File: config.mk
export PLATFORM = sky130hd
export DESIGN_NAME = gait_motion_sequencer_unit_flat
export DESIGN_NICKNAME = d
export VERILOG_FILES = /design/src/rtl/core/gms_pkg.sv /design/src/rtl/core/gms_in_if.sv /design/src/rtl/core/gms_out_if.sv /design/src/rtl/core/gms_in_stage.sv /design/src/rtl/core/gms_seq_core.sv /design/src/rtl/core/gms_out_stage.sv /design/src/rtl/core/gait_motion_sequencer_unit.sv /design/src/flat_wrapper.sv
export VERILOG_INCLUDE_DIRS = /design/src /design/src/rtl/core
export SDC_FILE = /design/constraint.sdc
export NUM_CORES = 1
export LEC_CHECK = 0
export BUFFER_PORTS_ARGS = -buffer_cell sky130_fd_sc_hd__buf_2
export CORE_ASPECT_RATIO = 1.25
export CORE_MARGIN = 2
export CORE_UTILIZATION = 57
export DETAILED_ROUTE_END_ITERATION = 8
export GPL_TIMING_DRIVEN = 0
export PLACE_DENSITY = 0.77
export SYNTH_ARGS = -nofsm -noshare
export SYNTH_HDL_FRONTEND = slang
export SYNTH_SLANG_ARGS = --single-unit
export TNS_END_PERCENT = 1
File: constraint.sdc
create_clock -name clk_i -period 3.4 [get_ports clk_i]
set_clock_uncertainty 0.15 [all_clocks]
set_input_delay 0.34 -clock clk_i [delete_from_list [all_inputs] [get_ports clk_i]]
set_output_delay 0.34 -clock clk_i [all_outputs]
set_load 0.005 [all_outputs]
File: src/rtl/core/gait_motion_sequencer_unit_macros.svh
// ----------------------------------------------------------------------------
// Gait motion sequencer assertion macros
// Shared concurrent assertion wrappers, clocked on clk_i and disabled in reset.
// ----------------------------------------------------------------------------
`ifndef GAIT_MOTION_SEQUENCER_UNIT_MACROS_SVH
`define GAIT_MOTION_SEQUENCER_UNIT_MACROS_SVH

`ifndef SYNTHESIS
// Implication checked in the same cycle.
`define GMS_ASSERT_SAME(lbl, ante, cons) \
  lbl: assert property (@(posedge clk_i) disable iff (!rst_ni) (ante) |-> (cons)) \
    else $error("gms assertion failed");
// Implication checked in the cycle after the antecedent.
`define GMS_ASSERT_NEXT(lbl, ante, cons) \
  lbl: assert property (@(posedge clk_i) disable iff (!rst_ni) (ante) |=> (cons)) \
    else $error("gms assertion failed");
`else
`define GMS_ASSERT_SAME(lbl, ante, cons)
`define GMS_ASSERT_NEXT(lbl, ante, cons)
`endif

`endif

File: src/rtl/core/gms_pkg.sv
// ----------------------------------------------------------------------------
// Gait motion sequencer package
// Types, codes and sizing constants shared by the sequencer modules.
// ----------------------------------------------------------------------------
`default_nettype none

package gms_pkg;

  localparam int StepWidth = 8;
  localparam int CntWidth  = 8;
  localparam int CmpWidth  = (StepWidth > CntWidth) ? StepWidth : CntWidth;
  localparam logic [StepWidth-1:0] StepMax = {StepWidth{1'b1}};

  typedef enum logic [3:0] {
    OP_TICK    = 4'd0,
    OP_STAND   = 4'd1,
    OP_WALK    = 4'd2,
    OP_STOP    = 4'd3,
    OP_TURN_L  = 4'd4,
    OP_TURN_R  = 4'd5,
    OP_TRACK_L = 4'd6,
    OP_TRACK_R = 4'd7,
    OP_TRACK_F = 4'd8,
    OP_TRACK_B = 4'd9
  } opcode_e;

  typedef enum logic [3:0] {
    MV_STAND    = 4'd0,
    MV_START    = 4'd1,
    MV_FORWARD  = 4'd2,
    MV_STOPWALK = 4'd3,
    MV_TURN_L   = 4'd4,
    MV_TURN_R   = 4'd5,
    MV_TRACK_L  = 4'd6,
    MV_TRACK_R  = 4'd7,
    MV_TRACK_F  = 4'd8,
    MV_TRACK_B  = 4'd9
  } motion_e;

  typedef enum logic [3:0] {
    ST_IDLE    = 4'd0,
    ST_STAND   = 4'd1,
    ST_START   = 4'd2,
    ST_FORWARD = 4'd3,
    ST_STOP    = 4'd4,
    ST_TURN_L  = 4'd5,
    ST_TURN_R  = 4'd6,
    ST_TRACK_L = 4'd7,
    ST_TRACK_R = 4'd8,
    ST_TRACK_F = 4'd9,
    ST_TRACK_B = 4'd10
  } walk_state_e;

  typedef enum logic [1:0] {
    STS_OK       = 2'd0,
    STS_BUSY     = 2'd1,
    STS_BAD_CNT  = 2'd2,
    STS_IDLE_ALR = 2'd3
  } status_e;

  typedef struct packed {
    logic [3:0]          opcode;
    logic [CntWidth-1:0] step_count;
    logic                motion_playing;
  } item_t;

  typedef struct packed {
    logic       start_motion;
    logic [3:0] motion_id;
    logic       abort_motion;
    logic [1:0] status;
    logic [3:0] walk_state;
    logic       busy_res;
  } result_t;

endpackage

`default_nettype wire

File: src/rtl/core/gms_in_if.sv
// ----------------------------------------------------------------------------
// Gait motion sequencer input channel
// Valid/ready channel carrying one event word.
// ----------------------------------------------------------------------------
`default_nettype none

interface gms_in_if import gms_pkg::*; ();
  logic                valid;
  logic                ready;
  logic [3:0]          opcode;
  logic [CntWidth-1:0] step_count;
  logic                motion_playing;

  modport source (output valid, output opcode, output step_count, output motion_playing,
                  input ready);
  modport sink   (input valid, input opcode, input step_count, input motion_playing,
                  output ready);
endinterface

`default_nettype wire

File: src/rtl/core/gms_out_if.sv
// ----------------------------------------------------------------------------
// Gait motion sequencer output channel
// Valid/ready channel carrying one result word.
// ----------------------------------------------------------------------------
`default_nettype none

interface gms_out_if ();
  logic       valid;
  logic       ready;
  logic       start_motion;
  logic [3:0] motion_id;
  logic       abort_motion;
  logic [1:0] status;
  logic [3:0] walk_state;
  logic       busy_res;

  modport source (output valid, output start_motion, output motion_id, output abort_motion,
                  output status, output walk_state, output busy_res, input ready);
  modport sink   (input valid, input start_motion, input motion_id, input abort_motion,
                  input status, input walk_state, input busy_res, output ready);
endinterface

`default_nettype wire

File: src/rtl/core/gms_in_stage.sv
// ----------------------------------------------------------------------------
// Gait motion sequencer input register
// Captures one event word and holds it until the sequencer core consumes it.
// ----------------------------------------------------------------------------
`default_nettype none

module gms_in_stage import gms_pkg::*; (
  input  wire logic  clk_i,
  input  wire logic  rst_ni,
  gms_in_if.sink     in_ch,
  input  wire logic  take_i,
  output item_t      item_o,
  output logic       valid_o
);

  logic  valid_q;
  item_t item_q;
  logic  load;

  assign in_ch.ready = !valid_q || take_i;
  assign load        = in_ch.valid && in_ch.ready;

  always_ff @(posedge clk_i or negedge rst_ni) begin
    if (!rst_ni) begin
      valid_q <= 1'b0;
    end else if (load) begin
      valid_q <= 1'b1;
    end else if (take_i) begin
      valid_q <= 1'b0;
    end
  end

  always_ff @(posedge clk_i) begin
    if (load) begin
      item_q.opcode         <= in_ch.opcode;
      item_q.step_count     <= in_ch.step_count;
      item_q.motion_playing <= in_ch.motion_playing;
    end
  end

  assign item_o  = item_q;
  assign valid_o = valid_q;

endmodule

`default_nettype wire

File: src/rtl/core/gms_seq_core.sv
// ----------------------------------------------------------------------------
// Gait motion sequencer core
// Holds the gait state, remaining steps and pending stop, and works out the
// result of one event word in a single pass of logic.
// ----------------------------------------------------------------------------
`default_nettype none

`include "gait_motion_sequencer_unit_macros.svh"

module gms_seq_core import gms_pkg::*; (
  input  wire logic  clk_i,
  input  wire logic  rst_ni,
  input  wire logic  step_en_i,
  input  wire item_t item_i,
  output result_t    res_o
);

  walk_state_e          mode_q, mode_d;
  logic [StepWidth-1:0] steps_q, steps_d;
  logic                 stop_q, stop_d;

  logic                 playing;
  logic                 start;
  motion_e              motion;
  logic                 abort_m;
  status_e              status;
  logic [CmpWidth-1:0]  walk_n;

  assign playing = item_i.motion_playing;
  // Requested count minus the starting step; saturated to the counter range where it is loaded.
  assign walk_n  = CmpWidth'(item_i.step_count) - CmpWidth'(1);

  always_comb begin
    mode_d  = mode_q;
    steps_d = steps_q;
    stop_d  = stop_q;
    start   = 1'b0;
    motion  = MV_STAND;
    abort_m = 1'b0;
    status  = STS_OK;
    case (item_i.opcode)
      OP_TICK: begin
        if (!playing) begin
          case (mode_q)
            ST_STAND: begin
              stop_d = 1'b0;
              mode_d = ST_IDLE;
            end
            ST_START, ST_FORWARD: begin
              start = 1'b1;
              if (!stop_q && (steps_q != '0)) begin
                steps_d = steps_q - StepWidth'(1);
                motion  = MV_FORWARD;
              end else begin
                motion  = MV_STOPWALK;
              end
            end
            ST_STOP: begin
              stop_d  = 1'b0;
              steps_d = '0;
              mode_d  = ST_IDLE;
            end
            ST_TURN_L, ST_TURN_R, ST_TRACK_L, ST_TRACK_R: begin
              mode_d = ST_IDLE;
            end
            ST_TRACK_F, ST_TRACK_B: begin
              stop_d = 1'b0;
              start  = 1'b1;
              motion = MV_STAND;
            end
            default: begin
            end
          endcase
        end
      end
      OP_STAND: begin
        if (playing) begin
          status = STS_BUSY;
        end else begin
          stop_d  = 1'b0;
          steps_d = '0;
          start   = 1'b1;
          motion  = MV_STAND;
        end
      end
      OP_WALK: begin
        if (item_i.step_count == '0) begin
          status = STS_BAD_CNT;
        end else if (playing || (mode_q != ST_IDLE)) begin
          status = STS_BUSY;
        end else begin
          stop_d  = 1'b0;
          steps_d = (walk_n > CmpWidth'(StepMax)) ? StepMax : walk_n[StepWidth-1:0];
          start   = 1'b1;
          motion  = MV_START;
        end
      end
      OP_STOP: begin
        steps_d = '0;
        if (playing && (mode_q inside {ST_TRACK_L, ST_TRACK_R})) begin
          // Tracking turns are cut off at once and the robot stands.
          abort_m = 1'b1;
          stop_d  = 1'b0;
          start   = 1'b1;
          motion  = MV_STAND;
        end else if (playing) begin
          stop_d = 1'b1;
        end else if (mode_q == ST_IDLE) begin
          stop_d = 1'b0;
          status = STS_IDLE_ALR;
        end else begin
          stop_d = 1'b1;
          start  = 1'b1;
          motion = MV_STOPWALK;
        end
      end
      OP_TURN_L, OP_TURN_R, OP_TRACK_L, OP_TRACK_R, OP_TRACK_F, OP_TRACK_B: begin
        if (playing || (mode_q != ST_IDLE)) begin
          status = STS_BUSY;
        end else begin
          stop_d  = 1'b0;
          steps_d = '0;
          start   = 1'b1;
          motion  = motion_e'(item_i.opcode);
        end
      end
      default: begin
      end
    endcase
    // Every motion has a state of its own, numbered one above it.
    if (start) begin
      mode_d = walk_state_e'(motion + 4'd1);
    end
  end

  always_ff @(posedge clk_i or negedge rst_ni) begin
    if (!rst_ni) begin
      mode_q  <= ST_IDLE;
      steps_q <= '0;
      stop_q  <= 1'b0;
    end else if (step_en_i) begin
      mode_q  <= mode_d;
      steps_q <= steps_d;
      stop_q  <= stop_d;
    end
  end

  always_comb begin
    res_o.start_motion = start;
    res_o.motion_id    = start ? motion : 4'd0;
    res_o.abort_motion = abort_m;
    res_o.status       = status;
    res_o.walk_state   = mode_d;
    res_o.busy_res     = playing || start || (mode_d != ST_IDLE);
  end

  `GMS_ASSERT_NEXT(a_abort_stands, step_en_i && abort_m, mode_q == ST_STAND)
  `GMS_ASSERT_NEXT(a_stop_clears_steps, step_en_i && (item_i.opcode == OP_STOP),
                   steps_q == '0)
  `GMS_ASSERT_NEXT(a_tick_never_adds, step_en_i && (item_i.opcode == OP_TICK),
                   steps_q <= $past(steps_q))
  `GMS_ASSERT_SAME(a_abort_only_on_stop, abort_m,
                   start && (item_i.opcode == OP_STOP) && playing)

endmodule

`default_nettype wire

File: src/rtl/core/gms_out_stage.sv
// ----------------------------------------------------------------------------
// Gait motion sequencer result register
// Holds one result word until the downstream side takes it.
// ----------------------------------------------------------------------------
`default_nettype none

module gms_out_stage import gms_pkg::*; (
  input  wire logic    clk_i,
  input  wire logic    rst_ni,
  input  wire result_t res_i,
  input  wire logic    load_i,
  output logic         room_o,
  gms_out_if.source    out_ch
);

  logic    valid_q;
  result_t res_q;

  assign room_o = !valid_q || out_ch.ready;

  always_ff @(posedge clk_i or negedge rst_ni) begin
    if (!rst_ni) begin
      valid_q <= 1'b0;
    end else if (load_i) begin
      valid_q <= 1'b1;
    end else if (out_ch.ready) begin
      valid_q <= 1'b0;
    end
  end

  always_ff @(posedge clk_i) begin
    if (load_i) begin
      res_q <= res_i;
    end
  end

  assign out_ch.valid        = valid_q;
  assign out_ch.start_motion = res_q.start_motion;
  assign out_ch.motion_id    = res_q.motion_id;
  assign out_ch.abort_motion = res_q.abort_motion;
  assign out_ch.status       = res_q.status;
  assign out_ch.walk_state   = res_q.walk_state;
  assign out_ch.busy_res     = res_q.busy_res;

endmodule

`default_nettype wire

File: src/rtl/core/gait_motion_sequencer_unit.sv
// ----------------------------------------------------------------------------
// Gait motion sequencer unit
// Eleven-state gait sequencer: one event word in, one result word out.
//
//   Channel  Dir  Payload
//   in_ch    in   opcode, step_count, motion_playing
//   out_ch   out  start_motion, motion_id, abort_motion, status, walk_state,
//                 busy_res
//
// A word is registered on entry, processed against the gait state in one
// pass of logic and registered again on exit; one new word goes through
// every cycle while the output is taken. The state is updated as each word
// is taken, so words follow each other directly.
// Reset clears the gait state to idle with no steps and no pending stop.
// A stalled output holds its word; the input keeps taking one more word.
// ----------------------------------------------------------------------------
`default_nettype none

module gait_motion_sequencer_unit import gms_pkg::*; (
  input  wire logic  clk_i,
  input  wire logic  rst_ni,
  gms_in_if.sink     in_ch,
  gms_out_if.source  out_ch
);

  item_t   item;
  logic    item_valid;
  logic    room;
  logic    step_en;
  result_t res;

  assign step_en = item_valid && room;

  gms_in_stage u_in_stage (
    .clk_i   (clk_i),
    .rst_ni  (rst_ni),
    .in_ch   (in_ch),
    .take_i  (step_en),
    .item_o  (item),
    .valid_o (item_valid)
  );

  gms_seq_core u_seq_core (
    .clk_i     (clk_i),
    .rst_ni    (rst_ni),
    .step_en_i (step_en),
    .item_i    (item),
    .res_o     (res)
  );

  gms_out_stage u_out_stage (
    .clk_i  (clk_i),
    .rst_ni (rst_ni),
    .res_i  (res),
    .load_i (step_en),
    .room_o (room),
    .out_ch (out_ch)
  );

endmodule

`default_nettype wire

File: src/flat_wrapper.sv
// flat-port wrapper written by rule: the top's interface ports become plain ports
module gait_motion_sequencer_unit_flat import gms_pkg::*;
  (clk_i, rst_ni, in_ch_valid, in_ch_opcode, in_ch_step_count, in_ch_motion_playing, in_ch_ready, out_ch_valid, out_ch_start_motion, out_ch_motion_id, out_ch_abort_motion, out_ch_status, out_ch_walk_state, out_ch_busy_res, out_ch_ready);
  gms_in_if in_ch_i ();
  gms_out_if out_ch_i ();
  input  wire logic clk_i;
  input  wire logic rst_ni;
  input wire logic [$bits(in_ch_i.valid)-1:0] in_ch_valid;
  input wire logic [$bits(in_ch_i.opcode)-1:0] in_ch_opcode;
  input wire logic [$bits(in_ch_i.step_count)-1:0] in_ch_step_count;
  input wire logic [$bits(in_ch_i.motion_playing)-1:0] in_ch_motion_playing;
  output wire logic [$bits(in_ch_i.ready)-1:0] in_ch_ready;
  output wire logic [$bits(out_ch_i.valid)-1:0] out_ch_valid;
  output wire logic [$bits(out_ch_i.start_motion)-1:0] out_ch_start_motion;
  output wire logic [$bits(out_ch_i.motion_id)-1:0] out_ch_motion_id;
  output wire logic [$bits(out_ch_i.abort_motion)-1:0] out_ch_abort_motion;
  output wire logic [$bits(out_ch_i.status)-1:0] out_ch_status;
  output wire logic [$bits(out_ch_i.walk_state)-1:0] out_ch_walk_state;
  output wire logic [$bits(out_ch_i.busy_res)-1:0] out_ch_busy_res;
  input wire logic [$bits(out_ch_i.ready)-1:0] out_ch_ready;
  assign in_ch_i.valid = in_ch_valid;
  assign in_ch_i.opcode = in_ch_opcode;
  assign in_ch_i.step_count = in_ch_step_count;
  assign in_ch_i.motion_playing = in_ch_motion_playing;
  assign in_ch_ready = in_ch_i.ready;
  assign out_ch_valid = out_ch_i.valid;
  assign out_ch_start_motion = out_ch_i.start_motion;
  assign out_ch_motion_id = out_ch_i.motion_id;
  assign out_ch_abort_motion = out_ch_i.abort_motion;
  assign out_ch_status = out_ch_i.status;
  assign out_ch_walk_state = out_ch_i.walk_state;
  assign out_ch_busy_res = out_ch_i.busy_res;
  assign out_ch_i.ready = out_ch_ready;
  gait_motion_sequencer_unit u_core (.clk_i(clk_i), .rst_ni(rst_ni), .in_ch(in_ch_i), .out_ch(out_ch_i));
endmodule
# Word level (Yosys, flattened, before mapping)
# Index checks and enable logic that the tools add are counted.
word_totals:
  regBits: 41
  latch_bits: 0
  mem_count: 0
  mem_bits_rw: 0
  romBits: 0
  out_inout_bits: 15
op_classes:
  addsub: 3
  eq_ne: 27
  bitwise_logic: 0
  n_mux: 52
  n_shift: 0
  order_cmp: 1
  n_mul: 0
  reduce_logical: 29
  n_div: 0
ops:
  columns: ["cell", "n"]
  rows:
  - ["$mux 8", 7]
  - ["$pmux 8 s5", 1]
  - ["$eq 4x3->1 const B", 8]
  - ["$mux 1", 25]
  - ["$eq 4x4->1 const B", 5]
  - ["$mux 4", 5]
  - ["$mux 2", 9]
  - ["$eq 4x2->1 const B", 4]
  - ["$pmux 4 s4", 1]
  - ["$pmux 8 s2", 1]
  - ["$sub 8x1->8 const B", 2]
  - ["$ne 2x2->1 const B", 6]
  - ["$reduce_or 6->1", 2]
  - ["$pmux 1 s5", 2]
  - ["$reduce_and 9->1", 1]
  - ["$eq 4x1->1 const B", 2]
  - ["$gt 8x8->1 const B", 1]
  - ["$logic_not 4->1", 2]
  - ["$logic_not 8->1", 1]
  - ["$pmux 2 s4", 1]
  - ["$reduce_bool 4->1", 2]
  - ["$reduce_bool 8->1", 1]
  - ["$reduce_or 4->1", 2]
  - ["$reduce_and 6->1", 1]
  - ["9 further kinds", 20]

# Longest topological paths before layout
logic_depth:
  depth_word: 10
  ltp_mapped: 9

# Cells and area by module
# Synthesis repeated with hierarchy kept, for this count alone.
unflattened:
  cells_unflattened: 226
  area_unflattened_um2: 2377.3
modules_own_cells:
  columns: ["mod", "cells_per_inst", "seq_area_each_um2", "n_inst", "area_per_inst_um2"]
  rows:
  - ["gms_seq_core", 192, 325.3, 1, 1488.9]
  - ["gms_in_stage", 17, 415.4, 1, 444.2]
  - ["gms_out_stage", 16, 415.4, 1, 437.9]
  - ["gait_motion_sequencer_unit", 1, 0.0, 1, 6.3]

# Least setup slack after synthesis
# Ideal clock, no wire load.
synth_path:
  kind: "register -> register"
  start: "register u_core.u_in_stage.item_q, in the netlist u_core.u_in_stage.item_o[1]"
  end: "register u_core.u_seq_core.mode_q[2]"
  arrival_time_ns: 2.265
  path_stages_with_launch: 10
  required_ns: 3.181
  path_buffers: 0
  setup_ns: 0.069
  path_slack_ns: 0.916
  cell_sequence: "edfxtp_1 -> inv_1 -> ha_1 -> or3b_2 -> o21ai_1 -> o221ai_2 -> ha_1 -> xnor2_1 -> or3_1 -> nand3_1"
synth_between:
  elab_chain_len: 5
  word_cells_on_any_way: 7
  classes_between: "add/sub (1); mux (5); reduce/logical (1)"
synth_rtl:
  columns: ["element", "line_no", "text"]
  rows:
  - ["start, declared", "gms_in_stage.sv:17", "item_t item_q;"]
  - ["$logic_not 8->1", "gms_seq_core.sv:87", "if (item_i.step_count == '0) begin"]
  - ["$mux 1", "gms_seq_core.sv:87", null]
  - ["$pmux 4 s4", "gms_seq_core.sv:41", "case (item_i.opcode)"]
  - ["net u_core.u_seq_core.motion[0]", "gms_seq_core.sv:24", "motion_e motion;"]
  - ["$add 4x1->4", "gms_seq_core.sv:132", "mode_d = walk_state_e'(motion + 4'd1);"]
  - ["$mux 4", "gms_seq_core.sv:131", "if (start) begin"]
  - ["end signal, assigned", "gms_seq_core.sv:142", "mode_q <= mode_d;"]
  - ["end, declared", "gms_seq_core.sv:18", "walk_state_e mode_q, mode_d;"]
# The timed path passes the listed nets, and every way through them passes these cells.
# A chain may end at the register's enable or synchronous reset.

# Worst setup path after layout
layout_path:
  start: "register u_core.u_seq_core.mode_q[3]"
  end: "register u_core.u_seq_core.mode_q[2]"
layout_between:
  elab_chain_len: 7
  word_cells_on_any_way: 40
  classes_between: "add/sub (1); eq/ne (10); mux (21); reduce/logical (8)"
layout_rtl:
  columns: ["element", "line_no", "text"]
  rows:
  - ["$eq 4x2->1 (tied with other cells)", "gms_seq_core.sv:44", "case (mode_q)"]
  - ["$reduce_or 2->1 (tied with other cells)", "gms_seq_core.sv:44", null]
  - ["$mux 2 (tied with other cells)", "gms_seq_core.sv:44", null]
  - ["$mux 2 (tied with other cells)", "gms_seq_core.sv:43", "if (!playing) begin"]
  - ["$pmux 4 s4 *", "gms_seq_core.sv:41", null]
  - ["net u_core.u_seq_core.motion[0]", "gms_seq_core.sv:24", null]
  - ["$add 4x1->4 *", "gms_seq_core.sv:132", null]
  - ["$mux 4 *", "gms_seq_core.sv:131", null]
# The timed path passes the listed nets; every way through them passes the cells marked *.

==> results.cfg <==
[outcome]
status = completed

[power_and_ir_drop]
power.density_mw_per_mm2 = 482.7
peakVddDrop_uv = 409.6
p_leak_nw = 1.023

[critical_path]
r2r_start = u_core.u_seq_core.mode_q[3]
end_kind = register
cp_slowest_stage_delay_ps = 600
cpMaxStageDelayCell = nor4_2
cp.required_ps = 3480
critPathArrivalTime_ps = 2890
worstPathMaxFanout = 10
startpoint = u_core.u_seq_core.mode_q[3]
startpoint_type = register
crit_chain = buf_2 > nor4_2 > nor2_1 > a31oi_1 > o221ai_2 > ha_1 > xnor2_1 > or3_1 > nand3_1
worstSetupPathType = register to register
cp_num_buf_inv = 1
cpLargestDelayFamily = simple AND/OR/NAND/NOR gates

[cts]
cts_max_level = 2
cts_root_buffer = clkbuf_8
cts_buffer_depth = 2
clk_pin_slew_ps = 80
numCtsBuffers = 5
cts.sink_count = 41
cts_tree = done
clk_latency_ps = 300
cts_setup_buffers = 0

[global_route]
grt_pass1_wl_um = 7817
gr-total-overflow = 0
antenna_found_initial = 0
grt_usage_pct = 22.89
grt_pass1_vias = 1755
grtUsageMet3_pct = 4.924
grt_max_degree = 16
grtUsageMet2_pct = 39.48
grt_util_met1_pct = 27.56
busiest_layer = met2

[timing]
worst_slew_pin_slew_ps = 617.4
hold_viol = 0
final-setup-viol-count = 0
rsz0062_at_grt = no
finalCriticalPeriod_ps = 2808
finalSetupTns_ps = 0
slew_headroom_pct = 58.50
hold_ws_ps = 73.79
max_freq_mhz = 356.1
post-route-period-util_pct = 82.59
report.final.slew_viol_count = 0

[flow_run]
cap_violations = 0

[place]
port_buffers = 31
dp_hpwl_um = 3547
gp_congestion = 0.9122

[drt]
dr.first_iter.drc_count = 104
wl_per_cell_um = 14.82
remaining_drc_errors = 0
firstDrtPassIters = 4
vias = 1888
wl_um = 4742
drtAntennaViolNets = 0
viasPerCell = 5.900

[final_layout]
drive_gt1_share_pct = 22.73
syn2layout_area_growth_pct = 14.60
diodes = 0
nets = 283

[logic_synthesis]
ys.warnings.count = 0
ys_ff_latch = 41
syn_nets = 244
synth-edff-count = 26
synthFlopType = edfxtp_1
yosysSeqAreaShare_pct = 49.41
synthesis.area_mm2 = 0.002340
ys_types = 58
postSynthAreaPerCell_um2 = 10.45
ys_async_sr_fraction_pct = 36.59
syn_inst = 224

[floorplanning]
die_area_mm2 = 0.004637
std_cell_rows = 26
ios = 32
start_util_pct = 58.47
dieWidth_um = 61.31
core-area_mm2 = 0.004001
die_h_um = 75.63

[hold_path]
hp-start = in_ch_step_count[7]
hold_class = input port to register
[per-layer routing]
metal | vias up | wire length, µm
met3 | 10 | 246
met5 | - | 0
met1 | 883 | 1933
met2 | 65 | 2457
met4 | 0 | 104
li1 | 930 | -
[cells in the mapped netlist (all sizes together) (2+ instances only)]
master / count / area share (%)
a21oi: 15 / 3.5
and3: 4 / 1.1
nor2b: 3 / 0.80
a211oi: 3 / 0.96
a22oi: 2 / 0.64
a21o: 2 / 0.64
or3: 4 / 1.1
nand2b: 7 / 1.9
inv: 9 / 1.4
o221ai: 2 / 1.0
a31oi: 2 / 0.53
or4: 4 / 1.4
buf: 7 / 2.3
nand2: 10 / 1.6
nor2: 24 / 4.2
o211ai: 3 / 1.6
and2: 2 / 0.53
dfrtp: 15 / 16
nor4: 4 / 2.0
or4b: 2 / 1.0
clkbuf: 4 / 0.64
xor2: 5 / 1.9
nor3: 8 / 1.7
o21ai: 21 / 4.5
nand3: 7 / 1.7
edfxtp: 26 / 33
nor4b: 2 / 2.0
ha: 3 / 1.6
xnor2: 2 / 0.75
o22ai: 6 / 1.6
nand3b: 2 / 0.64
[path summary, 6_finish.rpt]
path | to | slack [ps] | depth (start not counted)
worst max-delay path | u_core.u_seq_core.mode_q[2] | 590 | 9
worst min-delay path | u_core.u_in_stage.item_o[8] | 70 | 1
worst max register to register | u_core.u_seq_core.mode_q[2] | 590 | 9
worst min register to register | u_core.u_out_stage.out_ch.valid | 340 | 1
max in group asynchronous | u_core.u_seq_core.stop_q | 2480 | 2
min in group asynchronous | u_core.u_out_stage.out_ch.valid | 340 | 2
[cell usage in the layout, fill, tap and decap left out, drive strengths merged, types with 2 or more instances in the layout]
cell / n
a211oi: 3
a21o: 2
a21oi: 15
a22oi: 2
a31oi: 2
and2: 2
and3: 4
buf: 38
clkbuf: 10
dfrtp: 15
edfxtp: 26
ha: 3
inv: 9
nand2: 10
nand2b: 7
nand3: 7
nand3b: 2
nor2: 24
nor2b: 3
nor3: 8
nor4: 4
nor4b: 2
o211ai: 3
o21ai: 21
o221ai: 2
o22ai: 6
or3: 4
or4: 4
or4b: 2
xnor2: 2
xor2: 5
[flip-flops by register name (all words and copies together), names as in the netlist]
signal and count:
u_core.u_in_stage.item_o 13, u_core.u_in_stage.valid_o 1, u_core.u_out_stage.out_ch.abort_motion 1, u_core.u_out_stage.out_ch.busy_res 1
u_core.u_out_stage.out_ch.motion_id 4, u_core.u_out_stage.out_ch.start_motion 1, u_core.u_out_stage.out_ch.status 2, u_core.u_out_stage.out_ch.valid 1
u_core.u_out_stage.out_ch.walk_state 4, u_core.u_seq_core.mode_q 4, u_core.u_seq_core.steps_q 8, u_core.u_seq_core.stop_q 1
[kinds of logic (layout without fill, tap and decap cells)]
group                      count (synthesis)  in the layout  share of synthesized area (%)
adders and majority gates                  3              3                          1.604
xor gates and xnor gates                   7              7                          2.620
AOI/OAI and AO/OA                         65             65                          18.40
DFF                                       41             41                          49.41
and+or+nand+nor                           88             88                          23.58
buffers and inverters                     20             60                          4.385
[final cells by class]
cell class	count	area, µm²
sequential	41	1156
clock buffer	6	72.57
clock inverter	2	33.78
timing repair buffer	32	165.2
fill	326	1320
buffer	11	68.82
inverter	9	33.78
tap	56	70.07
multi-input combinational	163	1081
[report_power, final]
part / total (W) / switching (W) / internal, W
registers: 0.000638 / 0.0000436 / 0.000595
logic: 0.000277 / 0.000171 / 0.000106
clock network: 0.000379 / 0.000162 / 0.000217
total: 0.00129 / 0.000377 / 0.000918
[through the flow]
| step | setup slack, ps | instance area [µm²] | utilization (%) | cells | power (W) |
|---|---|---|---|---|---|
| finish | 591.9 | 2681 | 67.01 | 320 | 0.001294 |
| global route | 357.4 | 2681 | 67.01 | 320 | 0.001362 |
| CTS | 607.4 | 2681 | 67.01 | 320 | 0.001299 |
| detailed placement | 630.6 | 2565 | 64.10 | 311 | 0.0009211 |
| global placement | 675.4 | 2565 | 64.10 | 311 | 0.0009091 |
| floorplan | 916.2 | 2340 | - | 224 | 0.0008381 |
[timing repair]
action                    4_1_cts  5_1_grt
hold buffers                    1        0
resized for setup               0        0
hold endpoints to repair       15        0
Power figures use the tool's default switching activity.
